File: config.mk
export PLATFORM = sky130hd
export DESIGN_NAME = pcwe_mul
export DESIGN_NICKNAME = d
export VERILOG_FILES = /design/src/pcwe_pkg.sv /design/src/pcwe_mul.sv
export SDC_FILE = /design/constraint.sdc
export NUM_CORES = 2
export LEC_CHECK = 0
export ABC_CLOCK_PERIOD_IN_PS = 13750
export BUFFER_PORTS_ARGS = -buffer_cell sky130_fd_sc_hd__buf_2
export CELL_PAD_IN_SITES_DETAIL_PLACEMENT = 1
export CELL_PAD_IN_SITES_GLOBAL_PLACEMENT = 2
export CORE_ASPECT_RATIO = 0.75
export CORE_MARGIN = 10
export CORE_UTILIZATION = 43
export CTS_BUF_LIST = sky130_fd_sc_hd__clkbuf_4 sky130_fd_sc_hd__clkbuf_8 sky130_fd_sc_hd__clkbuf_16
export DETAILED_ROUTE_END_ITERATION = 8
export PLACE_DENSITY_LB_ADDON = 0.1
export SLEW_MARGIN = 20
export SYNTH_ARGS = -nofsm -noshare
export SYNTH_HDL_FRONTEND = slang
export SYNTH_SLANG_ARGS = --single-unit
File: constraint.sdc
create_clock -name clk -period 13.75 [get_ports clk]
set_input_delay 3.4375 -clock clk [delete_from_list [all_inputs] [get_ports clk]]
set_output_delay 3.4375 -clock clk [all_outputs]
set_load 0.05 [all_outputs]
File: src/pcwe_pkg.sv
// ----------------------------------------------------------------------------
// pcwe_pkg: shared types and constants for the pointing cosine block
// Widths of the shared multiplier and of the shift-subtract unit, and the
// request/response bundles that pass between the sequencer and that unit.
// ----------------------------------------------------------------------------
package pcwe_pkg;

	localparam int MUL_W  = 33;  // signed multiplier operand
	localparam int PROD_W = 66;  // registered product
	localparam int REM_W  = 66;  // partial remainder
	localparam int SRC_W  = 64;  // dividend / radicand bits fed from the top
	localparam int QUO_W  = 64;  // quotient or root
	localparam int DIV_W  = 62;  // divisor
	localparam int STEP_W = 7;   // iteration count

	localparam logic signed [14:0] G_LIMIT = 15'sd8192;

	typedef logic signed [MUL_W-1:0]  mul_op_t;
	typedef logic signed [PROD_W-1:0] mul_prod_t;

	typedef struct packed {
		logic              start;
		logic              sqrt_mode;
		logic [STEP_W-1:0] steps;
	} ssu_req_t;

	typedef struct packed {
		logic done;
		logic sat;
	} ssu_rsp_t;

endpackage

File: src/pcwe_mul.sv
// ----------------------------------------------------------------------------
// pcwe_mul: shared signed multiplier
// One 33x33 signed product per cycle, registered at the output.
// ----------------------------------------------------------------------------
module pcwe_mul (
	input  logic                clk,
	input  pcwe_pkg::mul_op_t   a,
	input  pcwe_pkg::mul_op_t   b,
	output pcwe_pkg::mul_prod_t p
);
	import pcwe_pkg::*;

	mul_prod_t p_q;

	always_ff @(posedge clk) begin
		p_q <= mul_prod_t'(a) * mul_prod_t'(b);
	end

	assign p = p_q;

endmodule

==> After elaboration in Yosys (flattened, before gate mapping) <==
Index checks and enable logic that the tools add are counted.
{ "word_totals": {"mem_count": 0, "output_inout_bits": 66, "elab_cells": 2, "latchBits": 0, "rom_bits": 0, "mem_bits_rw": 0, "reg_bits": 66} }
{ "classes": {"mux": 0, "n_addsub": 0, "n_shift": 0, "bitwise": 0, "n_reduce_logical": 0, "n_mul": 1, "div_mod_pow": 0, "n_eq_ne": 0, "magnitude_cmp": 0} }
{ "op_table": {"columns": ["op", "count"], "rows": [
  ["$mul 33x33->66", 1]
]} }

==> Longest topological paths before layout <==
{ "logic_depth": {"ltp_word": 1, "depth_mapped": 27} }

==> Worst setup path before layout <==
Ideal clock, no wire load.
{ "synth_timing": {"path_kind": "input -> register", "from": "input a[32]", "to": "register p_q[62], in the netlist p[62]", "slack_ns": 3.076, "stages": 23, "setup_time_ns": 0.079, "path_buffers": 2, "required_ns": 13.671, "arrival_ns": 10.595, "cell_sequence": "clkbuf_1 nand2_1 inv_1 fa_1 fa_1 fa_1 fa_1 fa_1 fa_1 fa_1 inv_1 fa_1 inv_1 ha_1 clkbuf_1 and3_1 nand3_1 nand2b_1 a2111oi_4 a211oi_4 a21o_2 a21o_1 a211oi_2"} }
{ "synth_between": {"elab_chain_cells": 1} }
{ "synth_lines": {"columns": ["item", "line", "source"], "rows": [
  ["from (decl)", "pcwe_mul.sv:7", "input pcwe_pkg::mul_op_t a,"],
  ["$mul 33x33->66", "pcwe_mul.sv:16", "p_q <= mul_prod_t'(a) * mul_prod_t'(b);"],
  ["to (signal assigned)", "pcwe_mul.sv:16", null],
  ["to (decl)", "pcwe_mul.sv:13", "mul_prod_t p_q;"]
]} }
Every way passes these cells.

==> Worst setup path after layout <==
{ "layout_timing": {"from": "input a[7]", "to": "register p_q[58], in the netlist p[58]"} }
The elaborated chain is that of the path after synthesis.

==> results.toml <==
[status]
status = "finished clean"

[floorplanning]
placeableCoreArea_um2 = 93700
die_area_um2 = 108000
initial_utilization_pct = 43.5
ios = 133
dieHeight_um = 287
rows = 97
chipWidth_um = 375

[clocking]
cts-htree-levels = 3
root_buffer = "clkbuf_16"
cts_resized = 0
path_clk_slew_ps = 60
holdBufCountCts = 0
clkSinkCount = 66
clockBufferDepth = 2
cts_setup_buffers = 0
numCtsBuffers = 9
cts_tree = "done"

[detailed_routing]
vias = 28142
drt_iter0_markers = 2008
dr.pass1.iters = 5
drc = 0
wire_per_inst_um = 24.2
wl_um = 133000
viasPerCell = 5.10
ant_nets = 0

[synthesis]
synth_cells = 4338
netlist_top_cells_count = "fa_1 (1145), inv_1 (1131), and2_1 (562), nand2_1 (551), ha_1 (217)"
ys_seq_area_share_pct = 3.24
async_flop_share_pct = 0
synth_nets = 5767
yosysMostFrequentCell = "fa_1"
synth.avg_cell_area_um2 = 9.39
synth-edff-count = 0
synth_top_area_cell = "fa_1"
syn_area_um2 = 40700
ys_warn_count = 0
synth_seq_cells = 66
synth_top_area_share_pct = 56.3
synth_area_leaders = "fa_1 (56%), inv_1 (10%), and2_1 (8.6%), ha_1 (6.7%), nand2_1 (5.1%)"
synthFlopType = "dfxtp_1"
synth_cell_types = 80

[timing]
fin_crit_ps = 11170
final_max_slew_viol_count = 0
fmax_ghz = 0.0895
hold_violations = 0
tightestPinTransition_ps = 1050
finalCritPeriodShare_pct = 81.2
rsz0062_at_grt = "no"
relSlewSlack_pct = 30.2
final-setup-viol-count = 0
fin_tns_setup_ps = 0

[hold_path]
hold_start = "b[0]"
hold_class = "primary input to flip-flop"
min_path_cells = 2
holdPathEnd = "p[0]"

[finish]
fin_util_pct = 45.4
drive_above_1_share_pct = 4.74
syn_to_final_growth_pct = 4.33
largest_reg_flops = 66
nets = 5705

[global_route]
grt_pass1_wl_um = 210000
track_usage_pct = 25.8
grt_remaining_overflow = 0
grt_pass1_vias = 31845
antenna_found_initial = 8
grt_max_degree = 34

[run]
drv_cap = 0

[worst_setup_path]
endpoint_kind = "flip-flop"
critPathMaxFanout = 33
arrival_ps = 11390
cp_data_required_time_ps = 13970
start_kind = "primary input"
crit_type = "primary input to flip-flop"

[placement]
hpwl_um = 111000
gp_congestion = 0.878
place.port_buffers = 132
[cells in the final DEF (no fill, tap or decap), drive strengths merged, types with 43 or more instances in the layout]
| master | count |
|---|---|
| nor2 | 68 |
| nand2 | 551 |
| xnor2 | 43 |
| fa | 1145 |
| buf | 148 |
| and2 | 563 |
| dfxtp | 66 |
| a21oi | 61 |
| ha | 217 |
| inv | 1133 |
[routing by layer]
| metal | vias to the layer above | wire (um) | track usage, % | share of wire, % |
|---|---|---|---|---|
| met5 | - | 57 | 0 | 0.043 |
| met4 | 10 | 1100 | 2.75 | 0.83 |
| met3 | 69 | 14300 | 8.57 | 11 |
| met2 | 851 | 49100 | 33.1 | 37 |
| met1 | 15006 | 68800 | 42.1 | 52 |
| li1 | 12206 | - | - | - |
[cell families (layout without fill, tap and decap cells)]
| group | after synthesis | after routing | synth area share [%] |
|---|---|---|---|
| adder cells (fa/ha/maj) | 1362 | 1362 | 62.9 |
| buffers and inverters | 1352 | 1295 | 12.5 |
| AND/OR/NAND/NOR | 1271 | 1271 | 15.8 |
| AO/OA/AOI/OAI | 219 | 219 | 4.07 |
| XOR/XNOR | 68 | 68 | 1.46 |
| flip-flops | 66 | 66 | 3.24 |
| other | 0 | 2 | 0 |
[worst max-delay path, cell delays in order]
cell      delay, ps
buf_2           760
nand2_1         180
fa_1            590
inv_1            60
fa_1            510
inv_1            70
fa_1            570
inv_1            70
fa_1            500
fa_1            600
fa_1            480
fa_1            490
inv_1            50
fa_1            600
inv_1            70
ha_1            370
a21oi_1         340
o21ai_0         190
a22oi_1         420
nor2_1          130
a211oi_4        390
a21oi_2         130
nor4b_2         260
a311oi_1         80
[area by class of cell]
class                      instances  area, um2
inverter                        1131       4250
clock inverter                     7       52.6
fill                           10744      51200
timing repair buffer             148        781
clock buffer                       9        225
antenna                            2       5.00
multi-input combinational       2920      34300
tap                             1237       1550
sequential                        66       1320
[metrics by stage]
| step | instance area [um2] | hold WS, ps | setup WS, ps | instances |
|---|---|---|---|---|
| 2_1_floorplan | 40700 | 3560 | 3080 | 4338 |
| 3_3_place_gp | 42200 | 3910 | 2110 | 5502 |
| 3_5_place_dp | 42200 | 3910 | 2020 | 5502 |
| 4_1_cts | 42500 | 3710 | 2360 | 5518 |
| 5_1_grt | 42500 | 3730 | 2070 | 5518 |
| 6_report | 42500 | 3730 | 2580 | 5520 |
[worst max-delay path by stage]
stage / from / end / slack, ps / cells after the start
2_1_floorplan: a[32] / p[62] / 3080 / 23
3_3_place_gp: b[0] / p[62] / 2110 / 22
3_5_place_dp: b[0] / p[58] / 2020 / 22
4_1_cts: b[0] / p[58] / 2360 / 22
5_1_grt: b[9] / p[62] / 2070 / 22
6_report: a[7] / p[58] / 2580 / 24
Power is left out: the tool's default activity adds up to more than one toggle a clock period on the data nets, which glitch-free logic cannot reach.
