## config.mk

```make
export PLATFORM = sky130hd
export DESIGN_NAME = pcwe_ssu
export DESIGN_NICKNAME = d
export VERILOG_FILES = /design/src/pcwe_pkg.sv /design/src/pcwe_ssu.sv
export SDC_FILE = /design/constraint.sdc
export NUM_CORES = 1
export LEC_CHECK = 0
export ABC_CLOCK_PERIOD_IN_PS = 9600
export BUFFER_PORTS_ARGS = -buffer_cell sky130_fd_sc_hd__buf_2
export CORE_MARGIN = 5
export CORE_UTILIZATION = 35
export DETAILED_ROUTE_END_ITERATION = 10
export HOLD_SLACK_MARGIN = 0.03
export PLACE_DENSITY = 0.6
export SYNTH_ARGS = -nofsm -noshare
export SYNTH_HDL_FRONTEND = slang
export SYNTH_SLANG_ARGS = --single-unit
```

## constraint.sdc

```tcl
create_clock -name clk -period 9.6 [get_ports clk]
set_input_delay 1.92 -clock clk [delete_from_list [all_inputs] [get_ports clk]]
set_output_delay 1.92 -clock clk [all_outputs]
set_load 0.01 [all_outputs]
```

## src/pcwe_pkg.sv

```systemverilog
// ----------------------------------------------------------------------------
// pcwe_pkg: shared types and constants for the pointing cosine block
// Widths of the shared multiplier and of the shift-subtract unit, and the
// request/response bundles that pass between the sequencer and that unit.
// ----------------------------------------------------------------------------
package pcwe_pkg;

	localparam int MUL_W  = 33;  // signed multiplier operand
	localparam int PROD_W = 66;  // registered product
	localparam int REM_W  = 66;  // partial remainder
	localparam int SRC_W  = 64;  // dividend / radicand bits fed from the top
	localparam int QUO_W  = 64;  // quotient or root
	localparam int DIV_W  = 62;  // divisor
	localparam int STEP_W = 7;   // iteration count

	localparam logic signed [14:0] G_LIMIT = 15'sd8192;

	typedef logic signed [MUL_W-1:0]  mul_op_t;
	typedef logic signed [PROD_W-1:0] mul_prod_t;

	typedef struct packed {
		logic              start;
		logic              sqrt_mode;
		logic [STEP_W-1:0] steps;
	} ssu_req_t;

	typedef struct packed {
		logic done;
		logic sat;
	} ssu_rsp_t;

endpackage

```

## src/pcwe_ssu.sv

```systemverilog
// ----------------------------------------------------------------------------
// pcwe_ssu: shared shift-subtract unit
// Restoring division (one quotient bit per cycle) or digit-by-digit square
// root (one root bit per cycle). Quotient bits shifted out of the top are
// collected into a sticky overflow flag.
// ----------------------------------------------------------------------------
module pcwe_ssu (
	input  logic                          clk,
	input  logic                          arst_n,
	input  pcwe_pkg::ssu_req_t            req,
	input  logic [pcwe_pkg::REM_W-1:0]    rem_init,
	input  logic [pcwe_pkg::SRC_W-1:0]    src,
	input  logic [pcwe_pkg::DIV_W-1:0]    divisor,
	output pcwe_pkg::ssu_rsp_t            rsp,
	output logic [pcwe_pkg::QUO_W-1:0]    quo
);
	import pcwe_pkg::*;

	logic              run_q;
	logic              done_q;
	logic              sqrt_q;
	logic [STEP_W-1:0] cnt_q;

	logic [REM_W-1:0] rem_q;
	logic [SRC_W-1:0] src_q;
	logic [DIV_W-1:0] div_q;
	logic [QUO_W-1:0] quo_q;
	logic             sat_q;

	logic [REM_W-1:0] rem_sh;
	logic [REM_W-1:0] trial;
	logic [REM_W-1:0] rem_n;
	logic             ge;

	always_comb begin
		if (sqrt_q) begin
			rem_sh = {rem_q[REM_W-3:0], src_q[SRC_W-1 -: 2]};
			trial  = {quo_q, 2'b01};
		end else begin
			rem_sh = {rem_q[REM_W-2:0], src_q[SRC_W-1]};
			trial  = REM_W'(div_q);
		end
		ge    = (rem_sh >= trial);
		rem_n = ge ? (rem_sh - trial) : rem_sh;
	end

	always_ff @(posedge clk or negedge arst_n) begin
		if (!arst_n) begin
			run_q  <= 1'b0;
			done_q <= 1'b0;
			sqrt_q <= 1'b0;
			cnt_q  <= '0;
		end else begin
			done_q <= 1'b0;
			if (req.start) begin
				run_q  <= 1'b1;
				sqrt_q <= req.sqrt_mode;
				cnt_q  <= req.steps;
			end else if (run_q) begin
				cnt_q <= cnt_q - STEP_W'(1);
				if (cnt_q == STEP_W'(1)) begin
					run_q  <= 1'b0;
					done_q <= 1'b1;
				end
			end
		end
	end

	always_ff @(posedge clk) begin
		if (req.start) begin
			rem_q <= rem_init;
			src_q <= src;
			div_q <= divisor;
			quo_q <= '0;
			sat_q <= 1'b0;
		end else if (run_q) begin
			rem_q <= rem_n;
			src_q <= sqrt_q ? {src_q[SRC_W-3:0], 2'b00} : {src_q[SRC_W-2:0], 1'b0};
			quo_q <= {quo_q[QUO_W-2:0], ge};
			sat_q <= sat_q | quo_q[QUO_W-1];
		end
	end

	assign rsp.done = done_q;
	assign rsp.sat  = sat_q;
	assign quo      = quo_q;

endmodule

```

# Word level (Yosys, flattened, before mapping)
# Cells that the tools add are included.
dict set report classes {
  muxes 16
  bitwise_logic 1
  reduce_logical 1
  n_eq_ne 1
  n_addsub 2
  magnitude_cmp 1
}
# op count
set op_table {}
lappend op_table {{$mux 65} 3}
lappend op_table {{$mux 64} 3}
lappend op_table {{$mux 66} 2}
lappend op_table {{$ge 66x66->1} 1}
lappend op_table {{$sub 65x65->65} 1}
lappend op_table {{$mux 7} 2}
lappend op_table {{$eq 7x1->1 const B} 1}
lappend op_table {{$sub 7x1->7 const B} 1}
lappend op_table {{$mux 1} 6}
lappend op_table {{$reduce_bool 2->1} 1}
lappend op_table {{$or 1x1->1} 1}
dict set report totals {
  register_bits 266
  elab_cells 31
  inputBits 203
}

# Longest topological paths before layout
dict set report depth {
  ltp_word 5
  depth_mapped 19
}

# Least setup slack after synthesis
# OpenSTA, ideal clock, no wires.
dict set report synth_timing {
  path_kind {input to register}
  start {input port req[8] (netlist bit)}
  end {register rem_q[0] (enable)}
  t_arrival_ns 4.100
  path_stages 3
  n_path_buf 2
  required_ns 9.166
  slack_ns 5.066
  path_cell_list {clkbuf_1 clkbuf_1 or2_2}
}
dict set report synth_via {
  elab_chain_len 1
}
# item line
set synth_rtl {}
lappend synth_rtl {{start: declaration} pcwe_ssu.sv:10} ;# input pcwe_pkg::ssu_req_t req,
lappend synth_rtl {{$reduce_bool 2->1 (no source line)} --}
lappend synth_rtl {{end signal: assignment} pcwe_ssu.sv:71} ;# rem_q <= rem_init;
lappend synth_rtl {{end signal: assignment} pcwe_ssu.sv:77} ;# rem_q <= rem_n;
lappend synth_rtl {{end: declaration} pcwe_ssu.sv:24} ;# logic [REM_W-1:0] rem_q;
# No other way between the ends.
# A chain may end at the register's enable or synchronous reset.

# Worst setup path after layout
dict set report layout_timing {
  start {register sqrt_q}
  end {register rem_q[56] (data pin)}
}
dict set report layout_via {
  elab_chain_len 5
}
# item line
set layout_rtl {}
lappend layout_rtl {{start: declaration} pcwe_ssu.sv:21} ;# logic sqrt_q;
lappend layout_rtl {{start signal: assignment} pcwe_ssu.sv:57} ;# sqrt_q <= req.sqrt_mode;
lappend layout_rtl {{$mux 66} pcwe_ssu.sv:36} ;# if (sqrt_q) begin
lappend layout_rtl {{$sub 65x65->65 or $ge 66x66->1 (tied branches)} {pcwe_ssu.sv:44, pcwe_ssu.sv:43}}
lappend layout_rtl {{$mux 65 *} pcwe_ssu.sv:44} ;# rem_n = ge ? (rem_sh - trial) : rem_sh;
lappend layout_rtl {{$mux 65 *} pcwe_ssu.sv:76} ;# end else if (run_q) begin
lappend layout_rtl {{$mux 65 *} pcwe_ssu.sv:70} ;# if (req.start) begin
# Mark *: on every way between the ends. The rest lies on a longest branch, timed or not. The select of a mux whose other input is x is not followed.

==> impl_metrics.tcl <==
set metrics [dict create \
    fill_cells 4660 \
    drv_cap 0 \
    synth_cells 1688 \
    rsz0062_at_grt "no" \
    path_delay_family "compound AO/OA/AOI/OAI gates" \
    antenna_found_initial 4 \
    final_cells 2524 \
    grt_pass1_wl_um 71700 \
    multi_input_area_sq_mm 0.00873 \
    worst_ep_arrival_time_ns 6.44 \
    overflow 0 \
    yosysMostFrequentCell "mux2i_1" \
    max_slew.worst_pin.slew_ns 1.13 \
    dr_wl_met2_um 20400 \
    ir_drop_mv 0.198 \
    cts_tree "built" \
    synthArstFlopShare_pct 3.76 \
    setup_viol 0 \
    min_period_ns 6.12 \
    first_pass_iters 5 \
    total_leakage_power_nw 8.48 \
    rows 80 \
    finalWeightedCongestion 0.878 \
    finalWirelength_um 44500 \
    ys_ff_latch 266 \
    critPathMostFrequentCell "a21o_1" \
    max_freq_mhz 163 \
    hold_viol 0 \
    synth_edf_count 191 \
    num_io_pins 269 \
    io_buffers 267 \
    initial_utilization_pct 35.2 \
    maxSlewViolCount 0 \
    via_per_inst 5.25 \
    drtIter0Drc 898 \
    grt_pass1_vias 13200 \
    clk_pin_slew_ns 0.06 \
    crit_fanout 95 \
    fp.dieH_um 228 \
    syn-num-nets 1960 \
    slew_headroom_pct 24.5 \
    hpwl_um 32600 \
    grt_use_total_pct 16.4 \
    slowest_delay_ns 0.83 \
    critPathBufInv 3 \
    placed_cells 2464 \
    synth_area_leader_cell "edfxtp_1" \
    drc 0 \
    num-nets-final 2154 \
    met3_length_um 2360 \
    synthesis.area_sq_mm 0.0166 \
    ys_types 68 \
    route.top_layer_used "met5" \
    end_kind "flop" \
    yosysWarnings 0 \
    cpMaxStageDelayCell "a31oi_4" \
    setup_tns_ns 0 \
    postCtsSetupBuffers 0 \
    synth.top_cells.by_count "mux2i_1 (196), edfxtp_1 (191), nand2_1 (160)" \
    met1Wirelength_um 21000 \
    ant_nets 0 \
    fin_skew_ns 0.0113 \
    synthTopCellsByArea "edfxtp_1 (34%), mux2i_1 (12%), dfxtp_1 (7.8%)" \
    grt_start_max_net_pins 106 \
    cts.repair.resized 0 \
    die_x_um 228 \
    outcome "complete, no violations" \
    clk_path_buf_depth 3 \
    crit_required_ns 9.92 \
    syn_avg_cell_area_sq_um 9.86 \
    ctsHoldBuffers 0 \
    synth_ff_type "edfxtp_1" \
    htreeDepth 1 \
    core_sq_mm 0.0473 \
    seq_area_sq_mm 0.00729 \
    startpoint_type "flop" \
    via_count 13300 \
    power-per-cell-area_mw_per_mm2 296 \
    drive_gt1_share_pct 21.9 \
    ys_seq_area_share_pct 43.8 \
    crit_chain "buf_12 > buf_4 > mux2i_1 > ha_1 > a21o_1 > a21o_1 > a21oi_1 > o21ai_0 > a21o_1 > a31oi_4 > buf_4 > nor2_1 > a221o_1" \
    synth.top_cell.area_share_pct 34.5 \
    final.period_utilization_pct 63.7 \
    worstSetupPathType "reg2reg" \
    cts_root_buffer "clkbuf_16" \
    insertion_delay_ns 0.58 \
    die_area_sq_mm 0.0520 \
    syn2layout_area_growth_pct 17.0 \
    hold_class "reg2reg" \
    cts.sinks 266 \
    cts_made_buffers 31 \
    wl_per_cell_um 17.6 \
]
## path summary, 6_finish.rpt
| check | start | endpoint | slack [ns] | cells after the start |
|---|---|---|---|---|
| setup / recovery | sqrt_q | rem_q[56] | 3.48 | 13 |
| max in group asynchronous | arst_n | sqrt_q | 8.17 | 1 |
| setup reg to reg | sqrt_q | rem_q[56] | 3.48 | 13 |
| hold / removal | sat_q | sat_q | 0.50 | 2 |
| hold reg to reg | sat_q | sat_q | 0.50 | 2 |
| min in group asynchronous | arst_n | cnt_q[1] | 1.20 | 1 |
## sequential cells by signal, summed over array words and instances, names as in the netlist, 7 cells and up
register / cells
div_q: 62
rem_q: 65
src_q: 64
cnt_q: 7
quo: 64
## worst reg2reg max path, delay by kind of cell, from the launching register on
kind                     cells  cell delay [ns]
AND/OR/NAND/NOR              1             0.27
flip-flops                   1             0.80
multiplexers                 1             0.37
adder cells (fa/ha/maj)      1             0.36
buffers and inverters        3             2.01
AO/OA/AOI/OAI                7             2.04
## layer usage
layer / track usage, % / vias up
met5: 0 / -
met1: 23.1 / 6287
li1: - / 6603
met3: 3.01 / 56
met4: 3.27 / 4
met2: 26.8 / 302
## power breakdown
part	total [W]	switching [W]	internal [W]
registers	0.00163	0.000115	0.00151
clock network	0.00120	0.000491	0.000707
logic	0.00295	0.00173	0.00123
## cells in the final DEF (no fill, tap or decap), types with 13 or more instances in the layout
cell,Yosys,final
nand2_1,160,160
dfxtp_1,65,65
mux2_2,67,67
xor2_1,25,25
nor3_1,16,16
a211oi_1,28,28
nor2_1,149,149
o21ai_1,25,25
o211ai_1,13,13
buf_2,17,266
a21o_1,28,28
nand4_1,30,30
ha_1,68,68
o21ai_0,111,111
inv_1,45,45
xnor2_1,31,31
nor4_1,13,13
buf_4,3,13
mux2i_1,196,196
o21bai_1,17,17
edfxtp_1,191,191
o21a_1,27,27
clkbuf_16,0,32
a21oi_1,132,132
## metrics by stage
stage                     hold WS, ns  setup slack, ns  util, %  total power (W)  cell area, sq um
after floorplan                 0.438             5.07        -          0.00393             16600
after global placement          0.452             3.38     38.9          0.00454             18400
after detailed placement        0.468             3.43     38.9          0.00456             18400
after CTS                       0.507             3.40     41.1          0.00581             19500
after global routing            0.551             2.98     41.1          0.00624             19500
final                           0.501             3.48     41.1          0.00578             19500
## logic make-up after synthesis
logic type	Yosys count	share of synthesized area (%)
flops	266	43.8
simple gates	433	11.6
xor+xnor	56	2.95
fa+ha+maj	69	5.23
mux	263	16.3
buf+inv	165	3.92
compound gates	436	16.2
## area by class of cell
| cell class | instances | share of cell area [%] |
|---|---|---|
| tap | 615 | 3.95 |
| sequential | 266 | 37.4 |
| timing repair buffer | 281 | 7.51 |
| clock inverter | 13 | 0.584 |
| antenna | 2 | 0.0257 |
| multi-input combinational | 1257 | 44.8 |
| clock buffer | 45 | 4.82 |
| inverter | 45 | 0.867 |
Power figures use the tool's default switching activity.
